<file path="src/rtl/gea_pkg.sv">
// Shared types and constants of the genotype emission accumulator.
`default_nettype none
package gea_pkg;
    localparam int NGENO    = 10;
    localparam int PQ       = 30;
    localparam int LOG_FRAC = 20;
    localparam int MUL_W    = 34;

    localparam logic [31:0] LN2_Q32 = 32'd2977044472;
    localparam logic [31:0] RECIP3  = 32'hAAAAAAAB;

    localparam logic [3:0] G_AA = 4'd0;
    localparam logic [3:0] G_CC = 4'd1;
    localparam logic [3:0] G_GG = 4'd2;
    localparam logic [3:0] G_TT = 4'd3;
    localparam logic [3:0] G_AC = 4'd4;
    localparam logic [3:0] G_AG = 4'd5;
    localparam logic [3:0] G_AT = 4'd6;
    localparam logic [3:0] G_CG = 4'd7;
    localparam logic [3:0] G_CT = 4'd8;
    localparam logic [3:0] G_GT = 4'd9;
    localparam logic [3:0] GENO_LAST = G_GT;

    localparam logic [1:0] B_A = 2'd0;
    localparam logic [1:0] B_C = 2'd1;
    localparam logic [1:0] B_G = 2'd2;
    localparam logic [1:0] B_T = 2'd3;

    typedef logic [4:0] t_op;
    localparam t_op OP_NOP    = 5'd0;
    localparam t_op OP_LOAD   = 5'd1;
    localparam t_op OP_E3     = 5'd2;
    localparam t_op OP_DOM    = 5'd3;
    localparam t_op OP_DE3    = 5'd4;
    localparam t_op OP_PROB   = 5'd5;
    localparam t_op OP_PHI    = 5'd6;
    localparam t_op OP_PLO    = 5'd7;
    localparam t_op OP_PFIN   = 5'd8;
    localparam t_op OP_LZERO  = 5'd9;
    localparam t_op OP_LSTART = 5'd10;
    localparam t_op OP_NORM   = 5'd11;
    localparam t_op OP_SQ     = 5'd12;
    localparam t_op OP_SQFIX  = 5'd13;
    localparam t_op OP_LN     = 5'd14;
    localparam t_op OP_LADD   = 5'd15;
    localparam t_op OP_EMIT   = 5'd16;

    typedef logic [30:0] t_prob;

    typedef struct packed {
        t_op        op;
        logic [3:0] geno;
        logic [4:0] bit_idx;
    } t_cmd;

    typedef struct packed {
        logic mode;
        logic last;
        logic p_zero;
        logic norm_done;
        logic out_block;
    } t_status;
endpackage
`default_nettype wire

</file>
<file path="src/rtl/gea_ctrl.sv">
// Sequencer of the genotype emission accumulator.
`default_nettype none
module gea_ctrl import gea_pkg::*; (
    input  wire     i_clk,
    input  wire     i_rst_n,
    input  wire     i_in_valid,
    output logic    o_in_stall,
    input  t_status i_status,
    output t_cmd    o_cmd
);
    localparam logic [3:0] S_IDLE   = 4'd0;
    localparam logic [3:0] S_E3     = 4'd1;
    localparam logic [3:0] S_DOM    = 4'd2;
    localparam logic [3:0] S_DE3    = 4'd3;
    localparam logic [3:0] S_PROB   = 4'd4;
    localparam logic [3:0] S_GSTART = 4'd5;
    localparam logic [3:0] S_PLO    = 4'd6;
    localparam logic [3:0] S_PFIN   = 4'd7;
    localparam logic [3:0] S_NORM   = 4'd8;
    localparam logic [3:0] S_SQ     = 4'd9;
    localparam logic [3:0] S_SQFIX  = 4'd10;
    localparam logic [3:0] S_LN     = 4'd11;
    localparam logic [3:0] S_LADD   = 4'd12;
    localparam logic [3:0] S_EMIT   = 4'd13;

    logic [3:0] r_state, n_state;
    logic [3:0] r_geno, n_geno;
    logic [4:0] r_iter, n_iter;
    logic       adv;

    always_comb begin
        n_state = r_state;
        n_geno  = r_geno;
        n_iter  = r_iter;
        adv     = 1'b0;
        o_cmd.op      = OP_NOP;
        o_cmd.geno    = r_geno;
        o_cmd.bit_idx = r_iter;
        unique case (r_state)
            S_IDLE: begin
                if (i_in_valid) begin
                    o_cmd.op = OP_LOAD;
                    n_state  = S_E3;
                end
            end
            S_E3: begin
                o_cmd.op = OP_E3;
                n_state  = S_DOM;
            end
            S_DOM: begin
                o_cmd.op = OP_DOM;
                n_state  = S_DE3;
            end
            S_DE3: begin
                o_cmd.op = OP_DE3;
                n_state  = S_PROB;
            end
            S_PROB: begin
                o_cmd.op = OP_PROB;
                n_geno   = G_AA;
                n_state  = S_GSTART;
            end
            S_GSTART: begin
                if (!i_status.mode) begin
                    o_cmd.op = OP_PHI;
                    n_state  = S_PLO;
                end else if (i_status.p_zero) begin
                    o_cmd.op = OP_LZERO;
                    adv      = 1'b1;
                end else begin
                    o_cmd.op = OP_LSTART;
                    n_iter   = 5'(LOG_FRAC - 1);
                    n_state  = S_NORM;
                end
            end
            S_PLO: begin
                o_cmd.op = OP_PLO;
                n_state  = S_PFIN;
            end
            S_PFIN: begin
                o_cmd.op = OP_PFIN;
                adv      = 1'b1;
            end
            S_NORM: begin
                if (i_status.norm_done) begin
                    o_cmd.op = OP_SQ;
                    n_state  = S_SQFIX;
                end else begin
                    o_cmd.op = OP_NORM;
                end
            end
            S_SQ: begin
                o_cmd.op = OP_SQ;
                n_state  = S_SQFIX;
            end
            S_SQFIX: begin
                o_cmd.op = OP_SQFIX;
                if (r_iter == 5'd0) begin
                    n_state = S_LN;
                end else begin
                    n_iter  = r_iter - 5'd1;
                    n_state = S_SQ;
                end
            end
            S_LN: begin
                o_cmd.op = OP_LN;
                n_state  = S_LADD;
            end
            S_LADD: begin
                o_cmd.op = OP_LADD;
                adv      = 1'b1;
            end
            S_EMIT: begin
                if (!i_status.out_block) begin
                    o_cmd.op = OP_EMIT;
                    n_state  = S_IDLE;
                end
            end
            default: n_state = S_IDLE;
        endcase
        if (adv) begin
            if (r_geno == GENO_LAST) begin
                n_state = i_status.last ? S_EMIT : S_IDLE;
            end else begin
                n_geno  = r_geno + 4'd1;
                n_state = S_GSTART;
            end
        end
    end

    always_ff @(posedge i_clk) begin
        if (!i_rst_n) begin
            r_state <= S_IDLE;
            r_geno  <= G_AA;
            r_iter  <= 5'd0;
        end else begin
            r_state <= n_state;
            r_geno  <= n_geno;
            r_iter  <= n_iter;
        end
    end

    assign o_in_stall = (r_state != S_IDLE);
endmodule
`default_nettype wire

</file>
<file path="config.mk">
export PLATFORM = sky130hd
export DESIGN_NAME = gea_ctrl
export DESIGN_NICKNAME = d
export VERILOG_FILES = /design/src/rtl/gea_pkg.sv /design/src/rtl/gea_ctrl.sv
export SDC_FILE = /design/constraint.sdc
export NUM_CORES = 1
export LEC_CHECK = 0
export ABC_AREA = 1
export BUFFER_PORTS_ARGS = -buffer_cell sky130_fd_sc_hd__buf_4
export CAP_MARGIN = 10
export CORE_UTILIZATION = 53
export DETAILED_ROUTE_END_ITERATION = 6
export PLACE_DENSITY = 0.78
export REMOVE_ABC_BUFFERS = 1
export SYNTH_ARGS = -nofsm -noshare
export SYNTH_HDL_FRONTEND = slang
export SYNTH_SLANG_ARGS = --single-unit
</file>
<file path="constraint.sdc">
create_clock -name i_clk -period 1.7 [get_ports i_clk]
set_input_delay 0.34 -clock i_clk [delete_from_list [all_inputs] [get_ports i_clk]]
set_output_delay 0.34 -clock i_clk [all_outputs]
set_load 0.005 [all_outputs]
</file>
After elaboration in Yosys (flattened, before gate mapping)
Index checks and enable logic that the tools add are counted.

Flip-flop bits (word level): 13. Output and inout bits: 15. Word-level logic and storage cells: 60. Input bits: 8.

Add/subtract/negate cells: 2. Reduce and logical (&&, ||, !) cells: 7. Multiplexer cells: 26. Equality and inequality tests: 22.

Operators by type and width (number): 5-bit one-hot mux with 14 select lines (1); 4-bit one-hot mux with 13 select lines (1); 4-bit 2-to-1 mux (12); 4-bit equality test, second input constant (7); 5-bit 2-to-1 mux (4); 4-bit by 3-bit equality test with 1-bit output, second input constant (4); 5-bit one-hot mux with 2 select lines (1); 3-bit inequality test, second input constant (3); 4-bit by 2-bit equality test with 1-bit output, second input constant (2); 2-bit inequality test, second input constant (3); 5-bit zero test (1); 5-bit AND reduction (1); 5-bit by 1-bit subtractor with 5-bit output, second input constant (1); 4-bit by 1-bit adder with 4-bit output, second input constant (1); 4-bit by 1-bit equality test with 1-bit output, second input constant (1); 4-bit zero test (1); 2-bit 2-to-1 mux (2); 4-bit inequality test, second input constant (1); 4-bit AND reduction (1); 4-bit nonzero test (1); 1-bit 2-to-1 mux (3); 3-bit 2-to-1 mux (1); 2-bit by 1-bit inequality test with 1-bit output, second input constant (1); 1-bit one-hot mux with 2 select lines (1); 2 further kinds (2).

Logic depth before layout (Yosys ltp)
Gate-level depths: netlist of run 1.

Word-level depth: 5. Mapped depth: 10. Mapped depth without buffers: 9.

Worst setup path after synthesis of run 1
Ideal clock, no wire load.

Path type: reg-to-output. Start point: reg r_state[2]. End point: out o_cmd[11] in the netlist's numbering. Data required time: 1.360 ns. Setup slack: 0.410 ns. Arrival time: 0.950 ns. Path buffers: 0. Stages on the path, launching flop included: 7. Cells stage by stage: dfxtp_1 -> inv_2 -> nor2_1 -> nand2_1 -> nand3_1 -> inv_1 -> nand4_1.

RTL lines: start, declared (RTL line gea_ctrl.sv:26) `logic [3:0] r_state, n_state;`; start signal, assigned (RTL line gea_ctrl.sv:137) `r_state <= n_state;`; end, declared (RTL line gea_ctrl.sv:9) `output t_cmd o_cmd`.

==> qor.yml, run 1 <==
status: "finished with violations"
failed_checks: "setup timing"
finClkSkew_ps: 1.406
regToRegSetupSlack_ps: 350
r2r_cells: 7
crit_slowest_cell: "dfxtp_4"
cts.root.buffer_cell: "clkbuf_4"
drive_above_1_share: 0.3299
design.die.area_sq_um: 2140
portBuffers: 22
grt_max_degree: 10
yosysTopAreaCellShare: 0.2506
clockBufferDepth: 2
fmax_mhz: 577.2
peakVddDrop_uv: 655.1
setup_violations: 2
routabilityCongestion: 0.9406
final-max-slew-violation-count: 0
yosys-top-cells-count: "nand2_1, nor2_1, inv_1"
rsz0062_at_grt: "true"
seq_area_sq_um: 275.3
fill_cells: 131
holdPathEnd: "r_state[2]$_SDFFE_PN0P_"
worstPathArrival_ps: 1390
num_rows: 15
antenna_cells: 0
min-delay-start: "i_rst_n"
holdPathStages: 3
die_h_um: 46.27
areaGrowthSynthToFinish_pct: 35.66
netlist_area_sq_um: 1038
r2r_start: "r_iter[0]$_SDFFE_PN0P_"
cts_buffers: 3
grt_pass1_vias: 1031
die_w_um: 46.27
path_cells: "inv_6, nor2_4, nand2_1, o21ai_0, a31oi_1, nand3_1, buf_4"
antenna_found_initial: 0
drc: 0
ys_seq_area_frac: 0.2506
max-slew-margin-rel: 0.8392
dpl.cell_count: 214
fin_ws_ps: -32.52
critPathRequiredTime_ps: 1360
yosys.area.top_type: "dfxtp_1"
worstHoldPathType: "in -> reg"
post-route-period-util: 1.019
grt_pass1_wl_um: 4229
via_count: 1233
path_class: "reg -> out"
drv_cap: 0
fin_nets: 210
postSynthCellCount: 168
synth_ff_type: "dfxtp_1"
wl_um: 2944
io_pins: 23
clkLatencyLatePin_ps: 290
yosys.cell_types.count: 21
initialDrtViolationCount: 35
cts_tree: "done"
startpoint_type: "flip-flop"
gr-usage-all-layers: 0.2803
p_per_area_nw_per_um2: 1246
worst_r2r_endpoint: "r_iter[2]$_SDFFE_PN0P_"
start_util: 0.5825
slowest_delay_ps: 390
avgSynthCellArea_sq_um: 6.182
power.total_mw: 1.755
hold_buffers: 0
utilization: 0.7902
finalHoldViolCount: 0
instances_no_fill: 222
drtAntennaViolNets: 0
first_pass_iters: 4
multi_input_area_sq_um: 765.7
async_flop_share: 0
synthTopCellsByArea: "dfxtp_1, nand2_1, nor2_1"
ys_ff_latch: 13
yosysWarnings: 0
routedWlPerCell_um: 13.26
htree_num_levels: 1
synth-edff-count: 0
p_leak_nw: 0.6910
vias_per_cell: 5.554
gr-total-overflow: 0
fin_crit_ps: 1733
worstMarginPinSlew_ps: 239.7
hpwlAfterDp_um: 2125
clock_sinks: 13
yosysMostFrequentCell: "nand2_1"
clk_pin_slew_ps: 80
core_sq_um: 1783
end_kind: "output port"
cp_max_fo: 5
[worst max-delay path by stage]
stage | slack (ps) | end | cells after the start | startpoint
2_1_floorplan | 380 | o_cmd[9] | 6 | r_state[3]$_SDFFE_PN0P_
3_5_place_dp | 140 | o_cmd[9] | 7 | r_state[3]$_SDFFE_PN0P_
4_1_cts | 2 | o_cmd[11] | 6 | r_state[2]$_SDFFE_PN0P_
6_report | -30 | o_cmd[9] | 7 | r_state[1]$_SDFFE_PN0P_
5_1_grt | -60 | o_cmd[11] | 7 | r_state[0]$_SDFFE_PN0P_
3_3_place_gp | 100 | o_cmd[9] | 7 | r_state[3]$_SDFFE_PN0P_
[area by class of cell]
cell class / count / area share
Tap cell: 25 / 0.02220
Clock buffer: 4 / 0.01865
Timing Repair Buffer: 26 / 0.1448
Inverter: 25 / 0.07549
Sequential cell: 13 / 0.1954
Multi-Input combinational cell: 129 / 0.5435
[power by group]
| group | total, mW | switching (mW) | internal [mW] | leakage [nW] |
|---|---|---|---|---|
| logic | 1.05 | 0.592 | 0.458 | 0.568 |
| clock network | 0.199 | 0.107 | 0.0914 | 0.0150 |
| registers | 0.506 | 0.133 | 0.373 | 0.108 |
| total | 1.76 | 0.833 | 0.922 | 0.691 |
[metrics by stage]
step | setup WS [ps] | setup TNS (ps) | hold slack (ps) | area, sq um
after CTS | 2.491 | 0 | 282.4 | 1297
final | -32.52 | -46.24 | 294.8 | 1409
after global placement | 95.34 | 0 | 484.0 | 1224
after global routing | -61.32 | -129.1 | 308.3 | 1409
after floorplan | 383.9 | 0 | 437.6 | 1027
after detailed placement | 142.9 | 0 | 500.5 | 1224
[critical path: cells and delay by family (launching register included)]
family | cells | cell delay [ps]
buffers and inverters | 2 | 230
AO/OA/AOI/OAI | 2 | 260
flip-flops | 1 | 390
AND/OR/NAND/NOR | 3 | 210
[registers in the layout, indices dropped and copies added (netlist names)]
name	flops
r_state	4
r_iter	5
r_geno	4
[cells by family (layout without fill, tap and decap cells)]
| kind of cell | count (synthesis) | count (layout) | synth area share |
|---|---|---|---|
| AOI/OAI and AO/OA | 18 | 18 | 0.09278 |
| xor gates and xnor gates | 4 | 4 | 0.03373 |
| adders and majority gates | 4 | 4 | 0.04819 |
| buffers and inverters | 26 | 55 | 0.1012 |
| DFF | 13 | 13 | 0.2506 |
| and+or+nand+nor | 103 | 103 | 0.4735 |
[placed cells by master (no fill, tap or decap), drive strengths merged]
cell type,count
nand3,19
inv,24
nand2,45
clkinv,1
dlymetal6s2s,1
dfxtp,13
a31oi,1
a21oi,11
nand3b,3
ha,4
xor2,4
o21bai,1
nor2,30
o21a,1
o21ai,4
nand4,6
buf,25
clkbuf,4
[repair_timing]
item                       in CTS  in global routing
buffers inserted                0                  4
cloned                          0                  0
gates resized for setup        21                 23
pin swaps                       0                  6
setup endpoints to repair       4                  4
[metal layers]
| layer | vias up | share of wire | GRT usage |
|---|---|---|---|
| met4 | 0 | 0.028 | 0.1529 |
| met5 | - | 0 | 0 |
| li1 | 600 | - | - |
| met2 | 58 | 0.52 | 0.4845 |
| met1 | 564 | 0.39 | 0.3215 |
| met3 | 11 | 0.059 | 0.05098 |
(Power assumes the default switching activity.)
==> run 2, diff against run 1 <==
- BUFFER_PORTS_ARGS: -buffer_cell sky130_fd_sc_hd__buf_4 -> default
- CORE_UTILIZATION: 53 -> 56
- CTS_BUF_LIST: default -> sky130_fd_sc_hd__clkbuf_8 sky130_fd_sc_hd__clkbuf_16
- DONT_BUFFER_PORTS: default -> 1
- PLACE_DENSITY: 0.78 -> 0.73
==> run 2 against run 1 <==
  * The flow now finishes without violations
  * Hold slack got worse by 100 ps
  * Sequential share of layout area grew 4.0 points
  * Combinational power decreased by 37%
  * Register-to-register slack barely moved
  * Final area down 20%
  * Highest routed layer unchanged
  * Flip-flop and latch count unchanged
  * Die area shrank 5.1%
  * Critical path depth unchanged
  * Sequential power shrank 13%
==> qor.yml, run 2 (same netlist as run 1, synthesis figures left out) <==
status: "completed"
gr-total-overflow: 0  # unchanged
cts_buffers: 3  # unchanged
drtAntennaViolNets: 0  # unchanged
areaGrowthSynthToFinish_pct: 8.554
routabilityCongestion: 0.9851  # +4.7%
cp_max_fo: 5  # unchanged
clkLatencyLatePin_ps: 250  # -40 ps
peakVddDrop_uv: 614.5  # -6.2%
startpoint_type: "flip-flop"
dpl.cell_count: 192  # -10%
grt_pass1_vias: 907  # -12%
path_class: "reg -> out"
p_per_area_nw_per_um2: 1224  # -1.8%
clk_pin_slew_ps: 60  # -20 ps
dpl-instance-area_sq_um: 1059  # -13%
fin_nets: 184  # -12%
first_pass_iters: 4  # unchanged
largest_reg_flops: 5  # unchanged
max-slew-margin-rel: 0.7914  # -0.04779
fin_crit_ps: 1624  # -108.8 ps
gr-usage-all-layers: 0.2531  # -0.02716
die_h_um: 45.07  # -2.6%
critPathRequiredTime_ps: 1360  # about the same
seq_area_sq_um: 265.3  # -3.6%
fmax_mhz: 615.9  # +6.7%
finalHoldViolCount: 0  # unchanged
fill_cells: 172  # +31%
htree_num_levels: 1  # unchanged
power.total_mw: 1.379  # -21%
hpwlAfterDp_um: 1836  # -14%
clockBufferDepth: 2  # unchanged
antenna_found_initial: 0  # unchanged
utilization: 0.6529  # -0.1373
grt_max_degree: 10  # unchanged
num_rows: 15  # unchanged
stdcell_area_sq_um: 1127  # -20%
worstMarginPinSlew_ps: 311.7  # +72.01 ps
setup-tns-final_ps: 0  # +46.24 ps
post-route-period-util: 0.9551  # -0.06402
p_leak_nw: 0.5294  # -23%
core_sq_um: 1727  # -3.2%
wl_um: 2339  # -21%
via_count: 1072  # -13%
drive_above_1_share: 0.1579  # -0.1721
portBuffers: 0  # -100%
io_pins: 23  # unchanged
multi_input_area_sq_um: 690.7  # -9.8%
final_common_cell: "nand2_1"
vias_per_cell: 5.469  # -1.5%
die_w_um: 45.07  # -2.6%
clock_sinks: 13  # unchanged
initialDrtViolationCount: 46  # +31%
start_util: 0.6014  # +0.01899
slowest_delay_ps: 340  # -50 ps
routedWlPerCell_um: 11.93  # -10%
cp_common_cell: "nand2_1"
drc: 0  # unchanged
antenna_cells: 0  # unchanged
grt_pass1_wl_um: 3732  # -12%
crit_buf_inv: 2  # unchanged
hold_buffers: 0  # unchanged
worstHoldPathType: "in -> reg"
instances_no_fill: 196  # -12%
cts.root.buffer_cell: "clkbuf_8"
reg_top3: "r_iter x5, r_geno x4, r_state x4"
design.die.area_sq_um: 2031  # -5.1%
cts_tree: "done"
critical_path.top_delay_family: "simple AND/OR/NAND/NOR gates"
finClkSkew_ps: 5.890  # +4.484 ps
top_register: "r_iter"
final-max-slew-violation-count: 0  # unchanged
drv_cap: 0  # unchanged
setup_violations: 0  # -2
path_cells: "inv_1, nand2_1, nor2_4, nand2_1, nand2_1, inv_1, nand2_1"
crit_slowest_cell: "dfxtp_2"
end_kind: "output port"
worstPathArrival_ps: 1280  # -110 ps
mostFrequentLayoutCells: "nand2_1, inv_1, nor2_1, nand3_1, a21oi_1"
## run 2: cell types whose count changed in the layout (fill, tap and decap cells not counted), moves of 2 or more
cell / previous run / this run
dfxtp_4: 4 / 0
buf_4: 24 / 0
nand2_4: 4 / 2
nor2_2: 2 / 5
inv_1: 19 / 23
inv_6: 2 / 0
nand2_2: 11 / 7
nor2_4: 8 / 3
nor2_1: 20 / 22
clkbuf_4: 3 / 0
dfxtp_2: 0 / 4
nand2_1: 29 / 36
clkbuf_8: 0 / 3
## run 2: power by group
part	total, mW	switching [mW]	internal [mW]
Sequential	0.438	0.0798	0.358
Combinational	0.662	0.452	0.209
Clock	0.280	0.118	0.162
Total	1.38	0.650	0.729
## run 2: cell type report
cell class,instances,share of cell area
well taps,25,0.02775
clock inverters,1,0.004440
multi-input cells,129,0.6127
inverters,25,0.08324
clock buffers,3,0.03663
flip-flops and latches,13,0.2353
## run 2: repair_timing
action                     CTS  global route
setup endpoints to repair    3             3
gates resized for setup      2             9
hold endpoints to repair     0             0
buffers inserted             0             0
## run 2: per-layer routing
metal	track usage	wire length [um]	up-vias
met5	0	0	-
met3	0.06400	149	8
met4	0.06061	42	0
met1	0.3159	1041	473
li1	-	-	546
met2	0.4348	1105	45
## run 2: path summary, 6_finish.rpt
check	slack [ps]	endpoint	from	depth (start not counted)
setup / recovery	80	o_cmd[12]	r_state[1]$_SDFFE_PN0P_	7
setup reg to reg	340	r_geno[1]$_SDFF_PN0_	r_state[1]$_SDFFE_PN0P_	8
hold reg to reg	520	r_iter[0]$_SDFFE_PN0P_	r_iter[0]$_SDFFE_PN0P_	2
hold / removal	200	r_state[2]$_SDFFE_PN0P_	i_rst_n	2
## run 2: worst register-to-register path: stages, from the launching register on
cell,delay (ps)
dfxtp_2,340
inv_1,140
nand2_1,150
nor2_4,150
nand2_2,120
nand2_4,130
nand2_1,80
nand2_1,60
a21oi_1,50
## run 2: stage by stage
step	worst slack (ps)	hold WS, ps
floorplan	383.9	437.6
global placement	209.6	440.5
detailed placement	209.9	442.9
CTS	46.15	189.5
global route	-10.19	210.1
finish	76.31	195.0
